File: src/design/mep_pkg.sv
`default_nettype none

package mep_pkg;

    localparam int FRAC_BITS = 28;
    localparam int Q_W       = FRAC_BITS + 4;

    localparam int IDX_W     = 24;
    localparam int DIM_W     = 13;
    localparam int PIX_W     = 25;
    localparam int CNT_W     = 12;
    localparam int GRAY_W    = 8;
    localparam int WORD_W    = 32;

    localparam int NUM_W     = 25;
    localparam int DEN_W     = 16;

    localparam int QUEUE_DEPTH = 2;

    localparam int IN_TDATA_W  = ((IDX_W + 7) / 8) * 8;
    localparam int OUT_FIELD_W = IDX_W + CNT_W + WORD_W;
    localparam int OUT_TDATA_W = ((OUT_FIELD_W + 7) / 8) * 8;

    localparam int CFG_IDX_W = 2;
    localparam int CFG_DAT_W = PIX_W;

    localparam logic [CFG_IDX_W-1:0] REG_WIDTH  = 2'd0;
    localparam logic [CFG_IDX_W-1:0] REG_HEIGHT = 2'd1;
    localparam logic [CFG_IDX_W-1:0] REG_PIXELS = 2'd2;

    localparam logic [GRAY_W-1:0] ALPHA = 8'hFF;

    typedef logic signed [Q_W-1:0] q_t;

    localparam q_t Q_MAX = {1'b0, {(Q_W-1){1'b1}}};
    localparam q_t Q_MIN = {1'b1, {(Q_W-1){1'b0}}};

    typedef struct packed {
        logic [DIM_W-1:0] width;
        logic [DIM_W-1:0] height;
        logic [PIX_W-1:0] pixels;
    } mep_cfg_t;

    typedef struct packed {
        logic [IDX_W-1:0] idx;
        q_t               cr;
        q_t               ci;
    } mep_item_t;

    typedef struct packed {
        logic             start;
        logic             neg;
        logic [NUM_W-1:0] mag;
        logic [DEN_W-1:0] den;
    } mep_ratio_req_t;

    typedef enum logic [1:0] {
        F_IDLE,
        F_SPLIT,
        F_MAP,
        F_WAIT
    } mep_front_state_t;

    typedef enum logic [1:0] {
        B_IDLE,
        B_MUL,
        B_UPD
    } mep_back_state_t;

endpackage

`default_nettype wire

File: src/design/mep_fifo.sv
`default_nettype none

module mep_fifo (
    input  wire logic               aclk,
    input  wire logic               aresetn,
    input  wire logic               push,
    input  wire mep_pkg::mep_item_t push_item,
    output logic                    full,
    input  wire logic               pop,
    output logic                    valid,
    output mep_pkg::mep_item_t      head
);
    import mep_pkg::*;

    localparam int PTR_W = $clog2(QUEUE_DEPTH);

    mep_item_t        mem_reg [QUEUE_DEPTH];
    logic [PTR_W-1:0] wr_ptr_reg, wr_ptr_next;
    logic [PTR_W-1:0] rd_ptr_reg, rd_ptr_next;
    logic [PTR_W:0]   count_reg, count_next;

    logic do_push;
    logic do_pop;

    assign full    = count_reg == (PTR_W + 1)'(QUEUE_DEPTH);
    assign valid   = count_reg != '0;
    assign head    = mem_reg[rd_ptr_reg];
    assign do_push = push && !full;
    assign do_pop  = pop && valid;

    always_comb begin
        wr_ptr_next = do_push ? wr_ptr_reg + 1'b1 : wr_ptr_reg;
        rd_ptr_next = do_pop ? rd_ptr_reg + 1'b1 : rd_ptr_reg;
        count_next  = count_reg;
        if (do_push && !do_pop) begin
            count_next = count_reg + 1'b1;
        end else if (do_pop && !do_push) begin
            count_next = count_reg - 1'b1;
        end
    end

    always_ff @(posedge aclk) begin
        if (!aresetn) begin
            wr_ptr_reg <= '0;
            rd_ptr_reg <= '0;
            count_reg  <= '0;
        end else begin
            wr_ptr_reg <= wr_ptr_next;
            rd_ptr_reg <= rd_ptr_next;
            count_reg  <= count_next;
        end
    end

    always_ff @(posedge aclk) begin
        if (do_push) begin
            mem_reg[wr_ptr_reg] <= push_item;
        end
    end

endmodule

`default_nettype wire

File: config.mk
export PLATFORM = sky130hd
export DESIGN_NAME = mep_fifo
export DESIGN_NICKNAME = d
export VERILOG_FILES = /design/src/design/mep_pkg.sv /design/src/design/mep_fifo.sv
export SDC_FILE = /design/constraint.sdc
export NUM_CORES = 1
export LEC_CHECK = 0
export ABC_AREA = 1
export BUFFER_PORTS_ARGS = -buffer_cell sky130_fd_sc_hd__buf_2
export CORE_MARGIN = 3
export CORE_UTILIZATION = 45
export CTS_BUF_LIST = sky130_fd_sc_hd__clkbuf_2
export CTS_CLUSTER_DIAMETER = 150
export DETAILED_ROUTE_END_ITERATION = 6
export MAX_ROUTING_LAYER = met4
export PLACE_DENSITY = 0.7
export SYNTH_ARGS = -nofsm -noshare
export SYNTH_HDL_FRONTEND = slang
export SYNTH_SLANG_ARGS = --single-unit
File: constraint.sdc
create_clock -name aclk -period 7.5 [get_ports aclk]
set_clock_uncertainty 0.15 [all_clocks]
set_input_delay 1.125 -clock aclk [delete_from_list [all_inputs] [get_ports aclk]]
set_output_delay 1.125 -clock aclk [all_outputs]
set_load 0.05 [all_outputs]
==> impl_metrics.env <==
export IMPL_htreeDepth=4
export IMPL_die_h_um=128
export IMPL_coreArea_um2=14200
export IMPL_critPathMaxStageDelay_ps=770
export IMPL_grt_antenna_before_repair=1
export IMPL_netlist_area_leader_share_pct=79.3
export IMPL_irDropWorstVdd_mv=0.176
export IMPL_hold_path_class="flop to flop"
export IMPL_grt_ovfl_total=0
export IMPL_route_detailed_drc=0
export IMPL_grt_pass1_wl_mm=18.5
export IMPL_drive_gt1_share_pct=58.2
export IMPL_syn2layout_area_growth_pct=19.2
export IMPL_avgRoutedWirePerCell_um=17.1
export IMPL_yosysTopAreaCell="edfxtp_1"
export IMPL_status="completed"
export IMPL_drt_iter0_drc=198
export IMPL_final_cell_mix="181 x buf_2, 176 x edfxtp_1, 68 x mux2_2, 20 x mux2_4, 18 x clkbuf_2"
export IMPL_post_dp_hpwl_mm=8.03
export IMPL_post_route_period_util_pct=55.3
export IMPL_required_ps=6220
export IMPL_synth_nets=404
export IMPL_power_leakage_nw=3.00
export IMPL_fillers=1181
export IMPL_critical_path_buf_inv_count=2
export IMPL_cts_sinks=181
export IMPL_nNetsFinal=597
export IMPL_route_vias_total=3407
export IMPL_final_setup_tns_ps=0
export IMPL_ys_types=15
export IMPL_postCtsSetupRepairBufs=0
export IMPL_place_congestion=0.721
export IMPL_cp_start_kind="flop"
export IMPL_crit_fanout=50
export IMPL_netlist_instances=311
export IMPL_worstPathCellList="buf_4 -> mux2_2 -> buf_2"
export IMPL_yosysWarnings=0
export IMPL_grt_max_degree=54
export IMPL_routed_wl_mm=11.9
export IMPL_cts_buffers=17
export IMPL_io_buffers=181
export IMPL_setup_viol=0
export IMPL_ios=182
export IMPL_viasPerCell=4.88
export IMPL_synth_seq_cells=181
export IMPL_clockBufferDepth=2
export IMPL_period_needed_ps=4150
export IMPL_stdcell_area_um2=7950
export IMPL_syn_cell_area_um2=6670
export IMPL_rsz0062_at_grt="no"
export IMPL_min_delay_path_depth=3
export IMPL_start_util_pct=46.9
export IMPL_crit_family="buffers and inverters"
export IMPL_crit_type="flop to output pin"
export IMPL_grt_util_all_layers_pct=15.7
export IMPL_end_kind="output pin"
export IMPL_cts_clk_slew_worst_paths_ps=230
export IMPL_synth_area_leaders="edfxtp_1 79%, mux2_2 11%, mux2_4 4.5%, dfxtp_1 1.5%, buf_6 0.68%"
export IMPL_place_area_um2=7760
export IMPL_largest_reg_flops=176
export IMPL_powerDensity_nw_per_um2=347
export IMPL_die_area_um2=16300
export IMPL_maxSlewViolCount=0
export IMPL_worstHoldStart="rd_ptr_reg$_SDFFE_PN0P_"
export IMPL_regToRegEndpoint="mem_reg[1][78]$_DFFE_PP_"
export IMPL_maxCapViolCount=0
export IMPL_r2r_cells=3
export IMPL_slew_limit_headroom_pct=29.7
export IMPL_hold_viol_final=0
export IMPL_grt_pass1_vias=3628
export IMPL_clock_latency_ps=720
export IMPL_fmax_mhz=241
export IMPL_holdBufCountCts=0
export IMPL_num_rows=43
export IMPL_crit_slowest_cell="dfxtp_4"
export IMPL_root_buffer="clkbuf_2"
export IMPL_firstDrtPassIters=4
export IMPL_reg2reg_from="count_reg[0]$_SDFFE_PN0P_"
export IMPL_ant_nets=0
export IMPL_syn_mean_instance_area_um2=21.4
export IMPL_cts_tree="built"
export IMPL_cts_resized=0
export IMPL_rrSetupSlack_ps=4550
export IMPL_final_common_cell="buf_2"
export IMPL_die_width_um=128
export IMPL_yosysSeqAreaShare_pct=80.8
export IMPL_worstPathArrival_ps=2870
export IMPL_tightestPinTransition_ps=1050
## synth_stat cells
| library cell | n |
|---|---|
| nor2_1 | 9 |
| o21ai_0 | 3 |
| edfxtp_1 | 176 |
| o21a_1 | 1 |
| nand3_1 | 1 |
| inv_1 | 8 |
| nand4_1 | 1 |
| mux2_4 | 20 |
| ha_1 | 1 |
| buf_2 | 6 |
| buf_6 | 4 |
| nand2_1 | 7 |
| mux2_2 | 68 |
| a21oi_1 | 1 |
| dfxtp_1 | 5 |
## power by group
part	internal [mW]	leakage [nW]	switching (mW)	total, mW
registers	1.28	1.68	0.0574	1.34
logic	0.284	1.21	0.742	1.03
clock network	0.0833	0.102	0.314	0.397
total	1.64	3.00	1.11	2.76
## routing by layer
metal / track usage [%] / routed length (um)
met1: 19.0 / 4960
met2: 24.5 / 5810
met3: 5.83 / 954
met4: 5.12 / 191
met5: - / 0
## metrics by stage
step | utilization [%] | hold WS (ps) | instances | power (mW) | worst slack, ps
finish | 55.9 | 390 | 698 | 2.76 | 3350
global route | 55.9 | 294 | 698 | 2.90 | 3070
CTS | 55.9 | 329 | 697 | 2.80 | 3200
detailed placement | 54.7 | 333 | 665 | 2.40 | 3710
global placement | 54.7 | 331 | 665 | 2.38 | 3800
floorplan | - | 317 | 311 | 2.19 | 1870
## worst max-delay path by stage
stage / slack, ps / cells past startpoint / startpoint / end
final: 3350 / 3 / flop / head[33]
after global placement: 3800 / 4 / push / mem_reg[0][84]$_DFFE_PP_
after CTS: 3200 / 3 / flop / head[33]
after floorplan: 1870 / 2 / push / mem_reg[0][0]$_DFFE_PP_
after global routing: 3070 / 3 / flop / head[28]
after detailed placement: 3710 / 4 / push / mem_reg[1][64]$_DFFE_PP_
## cells by family (layout without fill, tap and decap cells)
logic type	after synthesis	after routing	synth area share, %
muxes	88	88	16.0
AOI/OAI and AO/OA	5	5	0.413
and+or+nand+nor	18	18	1.07
other	0	1	0
DFF	181	181	80.8
adders and majority gates	1	1	0.188
buffers and inverters	18	224	1.58
## final cells by class
| cell class | instances | area (um2) | area share [%] |
|---|---|---|---|
| Antenna cell | 1 | 2.50 | 0.0315 |
| Clock inverter | 14 | 87.6 | 1.10 |
| Tap cell | 180 | 225 | 2.83 |
| Sequential cell | 181 | 5390 | 67.8 |
| Clock buffer | 18 | 90.1 | 1.13 |
| Inverter | 8 | 30.0 | 0.378 |
| Timing Repair Buffer | 184 | 928 | 11.7 |
| Multi-Input combinational cell | 112 | 1190 | 15.0 |
## tightest hold or removal path, stage by stage (launching register included)
cell and delay [ps]:
dfxtp_1 390, nand2_1 50, nand2_1 60, nor2_1 40
No activity file was read; power rests on OpenSTA's default activity.
