==> config.mk <==
export PLATFORM = sky130hd
export DESIGN_NAME = mep_front
export DESIGN_NICKNAME = d
export VERILOG_FILES = /design/src/design/mep_pkg.sv /design/src/design/mep_ratio.sv /design/src/design/mep_front.sv
export SDC_FILE = /design/constraint.sdc
export NUM_CORES = 1
export LEC_CHECK = 0
export BUFFER_PORTS_ARGS = -buffer_cell sky130_fd_sc_hd__buf_2
export CAP_MARGIN = 30
export CORE_ASPECT_RATIO = 1.4
export CORE_UTILIZATION = 43
export CTS_CLUSTER_SIZE = 24
export DETAILED_ROUTE_END_ITERATION = 10
export GPL_TIMING_DRIVEN = 1
export PLACE_DENSITY_LB_ADDON = 0.2
export SYNTH_ARGS = -nofsm -noshare
export SYNTH_HDL_FRONTEND = slang
export SYNTH_SLANG_ARGS = --single-unit
==> constraint.sdc <==
create_clock -name aclk -period 8.8 [get_ports aclk]
set_input_delay 1.76 -clock aclk [delete_from_list [all_inputs] [get_ports aclk]]
set_output_delay 1.76 -clock aclk [all_outputs]
set_load 0.02 [all_outputs]
==> src/design/mep_pkg.sv <==
`default_nettype none

package mep_pkg;

    localparam int FRAC_BITS = 28;
    localparam int Q_W       = FRAC_BITS + 4;

    localparam int IDX_W     = 24;
    localparam int DIM_W     = 13;
    localparam int PIX_W     = 25;
    localparam int CNT_W     = 12;
    localparam int GRAY_W    = 8;
    localparam int WORD_W    = 32;

    localparam int NUM_W     = 25;
    localparam int DEN_W     = 16;

    localparam int QUEUE_DEPTH = 2;

    localparam int IN_TDATA_W  = ((IDX_W + 7) / 8) * 8;
    localparam int OUT_FIELD_W = IDX_W + CNT_W + WORD_W;
    localparam int OUT_TDATA_W = ((OUT_FIELD_W + 7) / 8) * 8;

    localparam int CFG_IDX_W = 2;
    localparam int CFG_DAT_W = PIX_W;

    localparam logic [CFG_IDX_W-1:0] REG_WIDTH  = 2'd0;
    localparam logic [CFG_IDX_W-1:0] REG_HEIGHT = 2'd1;
    localparam logic [CFG_IDX_W-1:0] REG_PIXELS = 2'd2;

    localparam logic [GRAY_W-1:0] ALPHA = 8'hFF;

    typedef logic signed [Q_W-1:0] q_t;

    localparam q_t Q_MAX = {1'b0, {(Q_W-1){1'b1}}};
    localparam q_t Q_MIN = {1'b1, {(Q_W-1){1'b0}}};

    typedef struct packed {
        logic [DIM_W-1:0] width;
        logic [DIM_W-1:0] height;
        logic [PIX_W-1:0] pixels;
    } mep_cfg_t;

    typedef struct packed {
        logic [IDX_W-1:0] idx;
        q_t               cr;
        q_t               ci;
    } mep_item_t;

    typedef struct packed {
        logic             start;
        logic             neg;
        logic [NUM_W-1:0] mag;
        logic [DEN_W-1:0] den;
    } mep_ratio_req_t;

    typedef enum logic [1:0] {
        F_IDLE,
        F_SPLIT,
        F_MAP,
        F_WAIT
    } mep_front_state_t;

    typedef enum logic [1:0] {
        B_IDLE,
        B_MUL,
        B_UPD
    } mep_back_state_t;

endpackage

`default_nettype wire

==> src/design/mep_ratio.sv <==
`default_nettype none

module mep_ratio (
    input  wire logic                    aclk,
    input  wire logic                    aresetn,
    input  wire mep_pkg::mep_ratio_req_t req,
    output logic                         busy,
    output mep_pkg::q_t                  value
);
    import mep_pkg::*;

    localparam int D_W    = DEN_W + 3;
    localparam int STEP_W = $clog2(Q_W);

    logic              busy_reg, busy_next;
    logic              sat_reg, sat_next;
    logic              neg_reg, neg_next;
    logic [D_W-1:0]    d_reg, d_next;
    logic [D_W-1:0]    rem_reg, rem_next;
    logic [Q_W-1:0]    quo_reg, quo_next;
    logic [STEP_W-1:0] cnt_reg, cnt_next;

    logic [D_W-1:0] d_full;
    logic           over;
    logic [D_W:0]   t;
    logic [D_W:0]   diff;
    logic           ge;
    logic [Q_W:0]   rnd;
    logic [Q_W-1:0] mag_r;

    always_ff @(posedge aclk) begin
        if (!aresetn) begin
            busy_reg <= 1'b0;
        end else begin
            busy_reg <= busy_next;
        end
        sat_reg <= sat_next;
        neg_reg <= neg_next;
        d_reg   <= d_next;
        rem_reg <= rem_next;
        quo_reg <= quo_next;
        cnt_reg <= cnt_next;
    end

    always_comb begin
        d_full = {req.den, 3'b000};
        over   = req.mag >= NUM_W'(d_full);
        t      = {rem_reg, 1'b0};
        diff   = t - {1'b0, d_reg};
        ge     = t >= {1'b0, d_reg};

        busy_next = busy_reg;
        sat_next  = sat_reg;
        neg_next  = neg_reg;
        d_next    = d_reg;
        rem_next  = rem_reg;
        quo_next  = quo_reg;
        cnt_next  = cnt_reg;

        if (req.start) begin
            neg_next  = req.neg;
            d_next    = d_full;
            sat_next  = over;
            busy_next = !over;
            rem_next  = req.mag[D_W-1:0];
            quo_next  = '0;
            cnt_next  = '0;
        end else if (busy_reg) begin
            rem_next = ge ? diff[D_W-1:0] : t[D_W-1:0];
            quo_next = {quo_reg[Q_W-2:0], ge};
            cnt_next = cnt_reg + 1'b1;
            if (cnt_reg == STEP_W'(Q_W - 1)) begin
                busy_next = 1'b0;
            end
        end
    end

    // round half away from zero on the magnitude
    always_comb begin
        rnd   = {1'b0, quo_reg} + (Q_W + 1)'(1);
        mag_r = rnd[Q_W:1];
        if (sat_reg) begin
            value = neg_reg ? Q_MIN : Q_MAX;
        end else if (neg_reg) begin
            value = q_t'(Q_W'(0) - mag_r);
        end else if (mag_r[Q_W-1]) begin
            value = Q_MAX;
        end else begin
            value = q_t'(mag_r);
        end
    end

    assign busy = busy_reg;

endmodule

`default_nettype wire

==> src/design/mep_front.sv <==
`default_nettype none

module mep_front (
    input  wire logic                           aclk,
    input  wire logic                           aresetn,
    input  wire mep_pkg::mep_cfg_t              cfg,
    input  wire logic                           s_tvalid,
    output logic                                s_tready,
    input  wire logic [mep_pkg::IN_TDATA_W-1:0] s_tdata,
    output logic                                push,
    output mep_pkg::mep_item_t                  push_item,
    input  wire logic                           full
);
    import mep_pkg::*;

    localparam int STEP_W = $clog2(IDX_W);
    localparam int CR_W   = DIM_W + 4;

    mep_front_state_t  state_reg, state_next;
    logic [IDX_W-1:0]  idx_reg, idx_next;
    logic [DIM_W-1:0]  w_reg, w_next;
    logic [DIM_W-1:0]  h_reg, h_next;
    logic [IDX_W-1:0]  quo_reg, quo_next;
    logic [DIM_W-1:0]  rem_reg, rem_next;
    logic [STEP_W-1:0] cnt_reg, cnt_next;

    logic [DIM_W:0]   t;
    logic [DIM_W:0]   diff;
    logic             ge;
    logic [CR_W-1:0]  cr_a, cr_b;
    logic [NUM_W-1:0] ci_a, ci_b;
    logic             in_range;

    mep_ratio_req_t cr_req, ci_req;
    logic           cr_busy, ci_busy;
    q_t             cr_val, ci_val;

    mep_ratio u_cr (
        .aclk    (aclk),
        .aresetn (aresetn),
        .req     (cr_req),
        .busy    (cr_busy),
        .value   (cr_val)
    );

    mep_ratio u_ci (
        .aclk    (aclk),
        .aresetn (aresetn),
        .req     (ci_req),
        .busy    (ci_busy),
        .value   (ci_val)
    );

    always_ff @(posedge aclk) begin
        if (!aresetn) begin
            state_reg <= F_IDLE;
        end else begin
            state_reg <= state_next;
        end
        idx_reg <= idx_next;
        w_reg   <= w_next;
        h_reg   <= h_next;
        quo_reg <= quo_next;
        rem_reg <= rem_next;
        cnt_reg <= cnt_next;
    end

    // real axis: (14*col - 10*W) / (7*W); imaginary axis: (2*row - H) / H
    always_comb begin
        cr_a = CR_W'(rem_reg) * CR_W'(14);
        cr_b = CR_W'(w_reg) * CR_W'(10);
        ci_a = {quo_reg, 1'b0};
        ci_b = NUM_W'(h_reg);

        cr_req.start = 1'b0;
        cr_req.neg   = cr_b > cr_a;
        cr_req.mag   = cr_req.neg ? NUM_W'(cr_b - cr_a) : NUM_W'(cr_a - cr_b);
        cr_req.den   = DEN_W'(w_reg) * DEN_W'(7);

        ci_req.start = 1'b0;
        ci_req.neg   = ci_b > ci_a;
        ci_req.mag   = ci_req.neg ? ci_b - ci_a : ci_a - ci_b;
        ci_req.den   = DEN_W'(h_reg);

        t        = {rem_reg, quo_reg[IDX_W-1]};
        diff     = t - {1'b0, w_reg};
        ge       = t >= {1'b0, w_reg};
        in_range = {1'b0, s_tdata[IDX_W-1:0]} < cfg.pixels;

        state_next = state_reg;
        idx_next   = idx_reg;
        w_next     = w_reg;
        h_next     = h_reg;
        quo_next   = quo_reg;
        rem_next   = rem_reg;
        cnt_next   = cnt_reg;
        s_tready   = 1'b0;
        push       = 1'b0;
        push_item  = '{idx: idx_reg, cr: cr_val, ci: ci_val};

        case (state_reg)
            F_IDLE: begin
                s_tready = 1'b1;
                if (s_tvalid && in_range) begin
                    idx_next   = s_tdata[IDX_W-1:0];
                    quo_next   = s_tdata[IDX_W-1:0];
                    w_next     = (cfg.width == '0) ? DIM_W'(1) : cfg.width;
                    h_next     = (cfg.height == '0) ? DIM_W'(1) : cfg.height;
                    rem_next   = '0;
                    cnt_next   = '0;
                    state_next = F_SPLIT;
                end
            end
            F_SPLIT: begin
                rem_next = ge ? diff[DIM_W-1:0] : t[DIM_W-1:0];
                quo_next = {quo_reg[IDX_W-2:0], ge};
                cnt_next = cnt_reg + 1'b1;
                if (cnt_reg == STEP_W'(IDX_W - 1)) begin
                    state_next = F_MAP;
                end
            end
            F_MAP: begin
                cr_req.start = 1'b1;
                ci_req.start = 1'b1;
                state_next   = F_WAIT;
            end
            F_WAIT: begin
                if (!cr_busy && !ci_busy && !full) begin
                    push       = 1'b1;
                    state_next = F_IDLE;
                end
            end
            default: begin
                state_next = F_IDLE;
            end
        endcase
    end

endmodule

`default_nettype wire

==> flow_metrics.env <==
export IMPL_status="complete, no violations"
export IMPL_drt_iter0_drc=996
export IMPL_holdWs_ns=0.502
export IMPL_die_w_um=194
export IMPL_cts_tree="yes"
export IMPL_synth_seq_cells=240
export IMPL_dpl_hpwl_mm=44.1
export IMPL_crit_top_cell="a21o_1"
export IMPL_clock_skew_ns=0.0215
export IMPL_drive_gt1_share_pct=12.7
export IMPL_yosysWarnings=0
export IMPL_dieArea_sq_um=52600
export IMPL_fillers=4919
export IMPL_rsz0062_at_grt="false"
export IMPL_slew_viol_final=0
export IMPL_final_common_cell="nor2_1"
export IMPL_final_nets=2910
export IMPL_yosys_top_cells_area="edfxtp_1, ha_1, dfxtp_1, mux2i_1, xnor2_1"
export IMPL_timing_critical_path_buf_inv=1
export IMPL_routabilityCongestion=0.916
export IMPL_area_growth_pct=9.54
export IMPL_die_y_um=271
export IMPL_cts_root_buf="clkbuf_16"
export IMPL_syn_area_sq_um=22200
export IMPL_critical_path_max_stage_delay_ns=0.52
export IMPL_yosysSeqAreaShare_pct=28.9
export IMPL_io_pins=169
export IMPL_end_kind="flop"
export IMPL_cts_buffers_inserted=26
export IMPL_yosys_most_used_dff="edfxtp_1"
export IMPL_clkLatencyLatePin_ns=0.57
export IMPL_via_count=18400
export IMPL_grt_pass1_wl_mm=91.5
export IMPL_grt_ovfl_total=0
export IMPL_criticalPathCategory="flop to flop"
export IMPL_synth_edff_count=162
export IMPL_busiest_layer="met2"
export IMPL_worst_pin_slew_ns=0.984
export IMPL_antennaDiodeCount=0
export IMPL_crit_required_ns=9.10
export IMPL_avgRoutedWirePerCell_um=17.1
export IMPL_startpoint_type="flop"
export IMPL_drt_wl_total_mm=55.7
export IMPL_syn_inst=2522
export IMPL_final_antenna_net_count=0
export IMPL_grt_pass1_vias=18200
export IMPL_initial_core_util_pct=43.5
export IMPL_hold_viol=0
export IMPL_grt_usage_pct=20.8
export IMPL_timing_final_ws_setup_ns=0.833
export IMPL_antenna_found_initial=1
export IMPL_setup_viol=0
export IMPL_met1_usage_pct=25.5
export IMPL_crit_family="compound AO/OA/AOI/OAI gates"
export IMPL_period_minus_slack_ns=7.97
export IMPL_synth_top_area_cell="edfxtp_1"
export IMPL_fin_crit_sh_pct=90.5
export IMPL_place_ws_ns=0.504
export IMPL_synthDistinctLibCells=102
export IMPL_remaining_drc_errors=0
export IMPL_asyncSetResetFlopFracSynth_pct=0
export IMPL_drv_cap=0
export IMPL_syn_avg_cell_area_sq_um=8.80
export IMPL_clockBufferDepth=3
export IMPL_cts_sinks=240
export IMPL_layout_common_cells="nor2_1, ha_1, inv_1"
export IMPL_htreeDepth=1
export IMPL_worst_path_max_fanout=8
export IMPL_cp_slowest_cell="fa_1"
export IMPL_vias_per_cell=5.67
export IMPL_synth_nets=2850
export IMPL_netlist_area_leader_share_pct=21.9
export IMPL_hp_class="flop to flop"
export IMPL_numPortBuffers=168
export IMPL_slew_headroom_pct=33.8
export IMPL_grt_use_met3_pct=2.27
export IMPL_finalSetupTns_ns=0
export IMPL_grt_start_max_net_pins=74
export IMPL_arrival_ns=8.27
export IMPL_fp_coreArea_sq_um=51000
export IMPL_cts_setup_buffers=0
export IMPL_clk_pin_slew_ns=0.07
export IMPL_clock_fmax_mhz=126
export IMPL_drt_first_pass_iters=6
export IMPL_core_rowCount=98
export IMPL_grtUsageMet2_pct=38.1
## worst paths after layout
check,slack [ns],depth (start not counted),end,start
setup / recovery,0.83,32,u_cr.sat_reg,rem_reg[1]
hold / removal,0.50,2,u_cr.cnt_reg[4],u_cr.cnt_reg[4]
setup reg to reg,0.83,32,u_cr.sat_reg,rem_reg[1]
hold reg to reg,0.50,2,u_cr.cnt_reg[4],u_cr.cnt_reg[4]
## layout make-up
type	instances	area [sq um]	share of cell area, %
sequential	240	6430	26.4
tap	650	813	3.34
multi-input combinational	1948	14500	59.6
inverter	180	678	2.79
timing repair buffer	186	976	4.01
clock buffer	32	746	3.07
clock inverter	16	175	0.720
## stage by stage
step	std cells	cell area, sq um	utilization (%)
global placement	3203	23400	45.8
global route	3252	24300	47.7
detailed placement	3203	23400	45.8
floorplan	2522	22200	-
finish	3252	24300	47.7
CTS	3251	24300	47.6
## synth_stat cells (9+ instances only)
cell	n
a21boi_0	13
xor2_1	83
a211oi_1	21
nand4_1	57
ha_1	215
a21o_1	63
mux2_2	37
dfxtp_1	78
and3_1	29
o31a_1	9
or3_1	31
o31ai_1	16
buf_2	31
o21bai_1	22
nor2b_1	27
edfxtp_1	162
or2_2	10
nand3_1	78
nor4_1	29
o21ai_0	99
o22a_1	10
clkbuf_1	112
and2_1	16
mux2i_1	102
xnor2_1	100
a21oi_1	173
nor2_1	221
nand2_1	133
a22oi_1	14
o21a_1	41
inv_1	178
a31o_2	11
nor3_1	57
o22ai_1	11
fa_1	34
a31oi_1	22
## repair_timing
item	in CTS	in global routing
setup endpoints to repair	0	2
hold buffers	0	0
gates resized for setup	0	3
## routing by layer
layer | part of all wire, % | routed length, um
met4 | 2.3 | 1300
met5 | 0 | 0
met3 | 4.0 | 2240
met2 | 50 | 27700
met1 | 44 | 24500
## worst register-to-register path, delay by kind of cell, from the launching register on
kind	cells	cell delay, ns
AO/OA/AOI/OAI	18	4.09
XOR/XNOR	1	0.18
adder cells (fa/ha/maj)	5	1.77
buffers and inverters	1	0.14
flip-flops	1	0.50
multiplexers	1	0.34
AND/OR/NAND/NOR	6	0.69
## kinds of logic (layout without fill, tap and decap cells)
logic type      count (synthesis)  count (layout)  share of synthesized area [%]
compound gates                620             620                           18.7
xor+xnor                      184             184                           7.29
fa+ha+maj                     249             249                           15.2
buf+inv                       334             414                           5.89
flops                         240             240                           28.9
mux                           143             143                           6.68
simple gates                  752             752                           17.3
Power is left out: the tool's default activity adds up to more than one toggle a clock period on the data nets, which glitch-free logic cannot reach.
